File: src/design/c2s_pkg.sv
// shared constants, angle table and helpers for the cartesian to spherical core
`timescale 1ns / 1ps

package c2s_pkg;

	// input coordinate and angle widths
	localparam int COORD_W = 32;
	localparam int ANG_W = 32;
	localparam int GUARD_W = 8;

	// working width of the cordic datapath (guard bits plus growth headroom)
	localparam int XY_W = 44;

	// cordic iteration limits
	localparam int TABLE_LEN = 40;
	localparam int C2S_STEPS_DEF = 32;

	// gain correction: K = GAIN_Q32 / 2^32
	localparam logic [31:0] GAIN_Q32 = 32'h9B74_EDA8;
	localparam int GAIN_IN_W = 42;
	localparam int LO_W = 16;
	localparam int HI_W = GAIN_IN_W - LO_W;
	localparam int HI_P_W = HI_W + 32;
	localparam int LO_P_W = LO_W + 32;
	localparam int SUM_W = HI_P_W + 1;
	localparam int GF_W = SUM_W - 16;

	// latitude clamp bound and longitude start after a half turn
	localparam logic signed [ANG_W-1:0] LAT_MAX = 32'sh4000_0000;
	localparam logic signed [ANG_W-1:0] LAT_MIN = -32'sh4000_0000;
	localparam logic [ANG_W-1:0] HALF_TURN = 32'h8000_0000;

	// atan(2^-i) in binary angle units, 2^31 = pi
	localparam logic [ANG_W-1:0] ATAN_TAB [TABLE_LEN] = '{
		32'h20000000, 32'h12E4051E, 32'h09FB385B, 32'h051111D4, 32'h028B0D43,
		32'h0145D7E1, 32'h00A2F61E, 32'h00517C55, 32'h0028BE53, 32'h00145F2F,
		32'h000A2F98, 32'h000517CC, 32'h00028BE6, 32'h000145F3, 32'h0000A2FA,
		32'h0000517D, 32'h000028BE, 32'h0000145F, 32'h00000A30, 32'h00000518,
		32'h0000028C, 32'h00000146, 32'h000000A3, 32'h00000051, 32'h00000029,
		32'h00000014, 32'h0000000A, 32'h00000005, 32'h00000003, 32'h00000001,
		32'h00000001, 32'h00000000, 32'h00000000, 32'h00000000, 32'h00000000,
		32'h00000000, 32'h00000000, 32'h00000000, 32'h00000000, 32'h00000000
	};

	// table lookup, zero past the end
	function automatic logic [ANG_W-1:0] atan_entry(input int idx);
		logic [ANG_W-1:0] r;
		r = '0;
		if (idx >= 0 && idx < TABLE_LEN) begin
			r = ATAN_TAB[idx];
		end
		return r;
	endfunction

	// number of iterations actually run
	function automatic int eff_steps(input int steps);
		int r;
		r = (steps < TABLE_LEN) ? steps : TABLE_LEN;
		return r;
	endfunction

endpackage

File: src/design/c2s_gain.sv
// two-stage cordic gain correction, multiply by K with round half up
`timescale 1ns / 1ps

module c2s_gain
	import c2s_pkg::*;
#(
	parameter int SIDE_W = 1
) (
	input  logic                     clk,
	input  logic                     arst_n,
	input  logic                     en,
	input  logic                     in_valid,
	input  logic signed [XY_W-1:0]   in_v,
	input  logic [SIDE_W-1:0]        in_side,
	output logic                     out_valid,
	output logic [GF_W-1:0]          out_res,
	output logic [SIDE_W-1:0]        out_side
);

	logic [GAIN_IN_W-1:0] u;
	logic [LO_P_W:0] lo_rnd;
	logic [SUM_W-1:0] sum;

	logic valid_s1;
	logic valid_s2;
	logic [HI_P_W-1:0] hi_p_s1;
	logic [LO_P_W-1:0] lo_p_s1;
	logic [SIDE_W-1:0] side_s1;
	logic [GF_W-1:0] res_s2;
	logic [SIDE_W-1:0] side_s2;

	// negative values clamp to zero
	assign u = (in_v > 0) ? in_v[GAIN_IN_W-1:0] : '0;

	// combine partial products
	always_comb begin
		lo_rnd = (LO_P_W+1)'(lo_p_s1) + (LO_P_W+1)'(33'h0_8000_0000);
		sum = SUM_W'(hi_p_s1) + SUM_W'(lo_rnd >> 16);
	end

	// valid bits
	always_ff @(posedge clk or negedge arst_n) begin
		if (!arst_n) begin
			valid_s1 <= 1'b0;
			valid_s2 <= 1'b0;
		end else if (en) begin
			valid_s1 <= in_valid;
			valid_s2 <= valid_s1;
		end
	end

	// split multiply, then sum and drop the fraction
	always_ff @(posedge clk) begin
		if (en) begin
			hi_p_s1 <= HI_P_W'(u[GAIN_IN_W-1:LO_W]) * HI_P_W'(GAIN_Q32);
			lo_p_s1 <= LO_P_W'(u[LO_W-1:0]) * LO_P_W'(GAIN_Q32);
			side_s1 <= in_side;
			res_s2 <= sum[SUM_W-1:16];
			side_s2 <= side_s1;
		end
	end

	assign out_valid = valid_s2;
	assign out_res = res_s2;
	assign out_side = side_s2;

endmodule

File: config.mk
export PLATFORM = sky130hd
export DESIGN_NAME = c2s_gain
export DESIGN_NICKNAME = d
export VERILOG_FILES = /design/src/design/c2s_pkg.sv /design/src/design/c2s_gain.sv
export SDC_FILE = /design/constraint.sdc
export NUM_CORES = 2
export LEC_CHECK = 0
export BUFFER_PORTS_ARGS = -buffer_cell sky130_fd_sc_hd__buf_4
export CAP_MARGIN = 0
export CORE_MARGIN = 4
export CORE_UTILIZATION = 55
export DETAILED_ROUTE_END_ITERATION = 10
export PLACE_DENSITY = 0.75
export SLEW_MARGIN = 20
export SYNTH_ARGS = -nofsm -noshare
export SYNTH_HDL_FRONTEND = slang
export SYNTH_SLANG_ARGS = --single-unit
File: constraint.sdc
create_clock -name clk -period 3.7 [get_ports clk]
set_input_delay 0.925 -clock clk [delete_from_list [all_inputs] [get_ports clk]]
set_output_delay 0.925 -clock clk [all_outputs]
set_load 0.1 [all_outputs]
# After elaboration in Yosys (flattened, before gate mapping)
# Index checks and enable logic that the tools add are counted.
dict set report word_totals {
  ff_bits 147
  latch_bits 0
  ram_bits 0
  rom_bits 0
  input_bits 49
  wordCells 13
  n_memories 0
}
dict set report op_classes {
  addsub 2
  mul 2
  div_mod_pow 0
  n_lt_le_gt_ge 1
  n_eq_ne 0
  shifts 0
  mux 1
  n_bitwise 0
  n_reduce_logical 0
}
# op n
set ops {}
lappend ops {{58-bit by 33-bit adder with 59-bit output} 1}
lappend ops {{26-bit by 29-bit multiplier with 55-bit output (second input constant)} 1}
lappend ops {{48-bit by 32-bit adder with 49-bit output (second input constant)} 1}
lappend ops {{16-bit by 29-bit multiplier with 45-bit output (second input constant)} 1}
lappend ops {{44-bit by 1-bit > comparator with 1-bit output (second input constant)} 1}
lappend ops {{42-bit 2-to-1 mux} 1}

# Longest topological paths before layout
dict set report logic_depth {
  word_depth 3
  depth_mapped 31
  mapped_depth_nobuf 29
}

# Least setup slack after synthesis
# Ideal clock, no wire load.
dict set report synth_timing {
  kind {input-to-reg}
  from {in in_v[39]}
  to {reg hi_p_s1[55], data pin}
  setup_time_ns 0.263
  t_arrival_ns 7.596
  t_required_ns 3.437
  setup_slack_ns -4.159
  cell_stages 27
  path_buffers 2
  path_cell_list {nor4_1 nand4_1 nor2_1 a41oi_1 clkbuf_1 and2_1 fa_1 inv_1 fa_1 fa_1 fa_1 inv_1 fa_1 fa_1 inv_1 fa_1 inv_1 ha_1 clkbuf_1 nand3_1 nor4_1 o21ai_0 nand4b_1 a41oi_1 o31ai_2 a311oi_1 xnor2_1}
}
dict set report synth_via {
  elab_chain_len 3
}
# item line
set synth_rtl {}
lappend synth_rtl {{from (decl)} c2s_gain.sv:13} ;# input logic signed [XY_W-1:0] in_v,
lappend synth_rtl {{44-bit by 1-bit > comparator with 1-bit output} c2s_gain.sv:33} ;# assign u = (in_v > 0) ? in_v[GAIN_IN_W-1:0] : '0;
lappend synth_rtl {{42-bit 2-to-1 mux *} c2s_gain.sv:33}
lappend synth_rtl {{26-bit by 29-bit multiplier with 55-bit output *} c2s_gain.sv:55} ;# hi_p_s1 <= HI_P_W'(u[GAIN_IN_W-1:LO_W]) * HI_P_W'(GAIN_Q32);
lappend synth_rtl {{to (signal assigned)} c2s_gain.sv:55}
lappend synth_rtl {{to (decl)} c2s_gain.sv:26} ;# logic [HI_P_W-1:0] hi_p_s1;
# Every way passes the cells marked *; elsewhere a longest branch is shown, timed or not.
# A chain may end at the register's enable or synchronous reset.

# Worst setup path in the final report
dict set report layout_timing {
  from {in in_v[18]}
  to {reg hi_p_s1[57], data pin}
}
# The elaborated chain is that of the path after synthesis.

==> run metrics <==
synthesized area=27600 um2; leading cell type by number of instances after synthesis=inv_1; RR Endpoint=out_res[37]$_DFFE_PP_; Yosys reg bits=131; crit start category=primary input; Area growth, synth to finish=30.8%; nets@finish=4425; post-route ant nets=0; Post-synth EDFFs=129; final hold slack=0.259 ns; largest area contributor in the netlist=fa_1; failing checks=setup timing; clock sinks=131; sequential element share of the synthesized area=14.2%; Core Area=49300 um2; Syn Nets=3667; status=complete, but fails checks; CTS Buf Count=17; Starting Density=56.0%; R2R setup slack=-0.10 ns; dpl hpwl=75400 um; share of cells above drive strength 1=30.3%; Slew HR=46.1%; die width=232 um; Synth top area share=36.2%; CP max-delay cell=fa_1; Fmax=132 MHz; GP Congestion=1.06; synth top area cells=fa_1, ha_1, edfxtp_1; CTS tree=yes; Top FF cell, synth=edfxtp_1; Most common cell on crit path=fa_1; synth cell count leaders=inv_1, fa_1, ha_1, edfxtp_1; Iter 0 DRT Violations=1430; vias per cell=5.32; vias in the first global route=24000; io pins=94; gr usage total=32.5%; met1 usage=46.2%; Clock Tree Buf Depth=2; Critical Path End Type=flip-flop; first-pass GRT wire length=134000 um; Die ar.=53800 um2; max incr delay on CP=0.62 ns; WL/cell=20.5 um; dpl ws=-4.60 ns; met2 usage=51.1%; Root Driver=clkbuf_16; yosys warns=0; initial antenna violation count=0; RSZ-0062 raised after global routing=yes; total gr overflow=0; Min Clock Period, post-route=7.58 ns; Max Slew Vio Count=0; Hold Path Class=in2async; largest net degree at the start of global routing=54; Syn Inst Count=2685; skew final=0.0143 ns; most used routing layer=met2; Final Cycle Share=205%; max_cap viols=0; Crit path required time=3.89 ns; R2R depth=17; drt pass-1 iters=6; # diodes=0; fillers=3555; Final Worst Setup Slack=-3.88 ns; final hold violation count=0; drt drc=0; DR vias=21900; Tightest Pin Transition=0.809 ns; Synth Area per Inst=10.3 um2; DRT Wirelength=84400 um; synth unique cells=64; IO buf count=93; clk_lat worst skew=0.45 ns; met3 Usage GRT=6.19%; Row Count=81; die span in y=232 um; Setup violations, final=94; Max Fanout on Critical Path=30; Reg-to-Reg Start=lo_p_s1[33]$_DFFE_PP_; Worst EP arrival=7.77 ns; H-tree depth=4; clk slew on worst S/H paths=0.06 ns; # hold bufs at CTS=0; share of synthesized registers carrying an async set or reset=1.53%; crit path kind=in2reg
[registers in the layout (all words and copies together) (netlist names)]
name       flops
out_side       1
lo_p_s1       29
side_s1        1
out_valid      1
out_res       43
hi_p_s1       55
valid_s1       1
[worst max path at each step]
stage | from | end | slack (ns)
6_report | in_v[18] | hi_p_s1[57]$_DFFE_PP_ | -3.88
5_1_grt | in_v[30] | hi_p_s1[53]$_DFFE_PP_ | -4.14
4_1_cts | in_v[39] | hi_p_s1[49]$_DFFE_PP_ | -3.85
3_5_place_dp | in_v[39] | hi_p_s1[57]$_DFFE_PP_ | -4.60
3_3_place_gp | in_v[39] | hi_p_s1[55]$_DFFE_PP_ | -4.60
2_1_floorplan | in_v[18] | hi_p_s1[55]$_DFFE_PP_ | -3.73
[metrics by stage]
stage	utilization, %	TNS [ns]	cells	instance area, um2
2_1_floorplan	-	-245.41	2685	28300
3_3_place_gp	70.3	-304.38	4074	34600
3_5_place_dp	70.3	-311.98	4074	34600
4_1_cts	72.6	-256.76	4116	35800
5_1_grt	73.2	-279.79	4120	36100
6_report	73.2	-257.48	4120	36100
[logic make-up (layout without fill, tap and decap cells)]
family,after synthesis,count (layout),share of synthesized area [%]
AND/OR/NAND/NOR,355,355,6.46
multiplexers,3,3,0.118
flip-flops,131,131,14.2
XOR/XNOR,129,129,4.10
buffers and inverters,793,1564,10.8
AO/OA/AOI/OAI,341,341,8.37
adder cells (fa/ha/maj),933,933,55.9
[per-layer routing]
layer  up-vias  share of wire [%]
met5         -                  0
met4         0                3.3
met3       140                7.2
met2       788                 46
met1     10900                 44
li1      10100                  -
[cell usage in the layout, fill, tap and decap left out, types with 61 or more instances in the layout]
| cell | count |
|---|---|
| nor2_1 | 61 |
| inv_1 | 735 |
| buf_4 | 755 |
| fa_1 | 476 |
| edfxtp_1 | 129 |
| a21o_1 | 61 |
| a21oi_1 | 81 |
| nand2_1 | 86 |
| ha_1 | 390 |
| xnor2_1 | 78 |
[repair_timing]
item,CTS,global route
buffers inserted,10,4
setup endpoints to repair,99,106
gates cloned,0,0
resized for setup,114,55
pin swaps,22,15
[area by class of cell]
class,count,area (um2),share of cell area (%)
sequential,131,3920,10.9
clock buffer,18,429,1.19
clock inverter,14,180,0.500
multi-input combinational,1761,22000,61.0
tap,664,831,2.30
timing repair buffer,765,5820,16.2
inverter,767,2880,8.00
[critical path, delay by kind of cell]
family                   cells  cell delay [ns]
AO/OA/AOI/OAI                5             1.00
AND/OR/NAND/NOR              8             1.42
XOR/XNOR                     1             0.09
adder cells (fa/ha/maj)      8             3.63
buffers and inverters        6             0.65
Power is left out: the tool's default activity adds up to more than one toggle a clock period on the data nets, which glitch-free logic cannot reach.
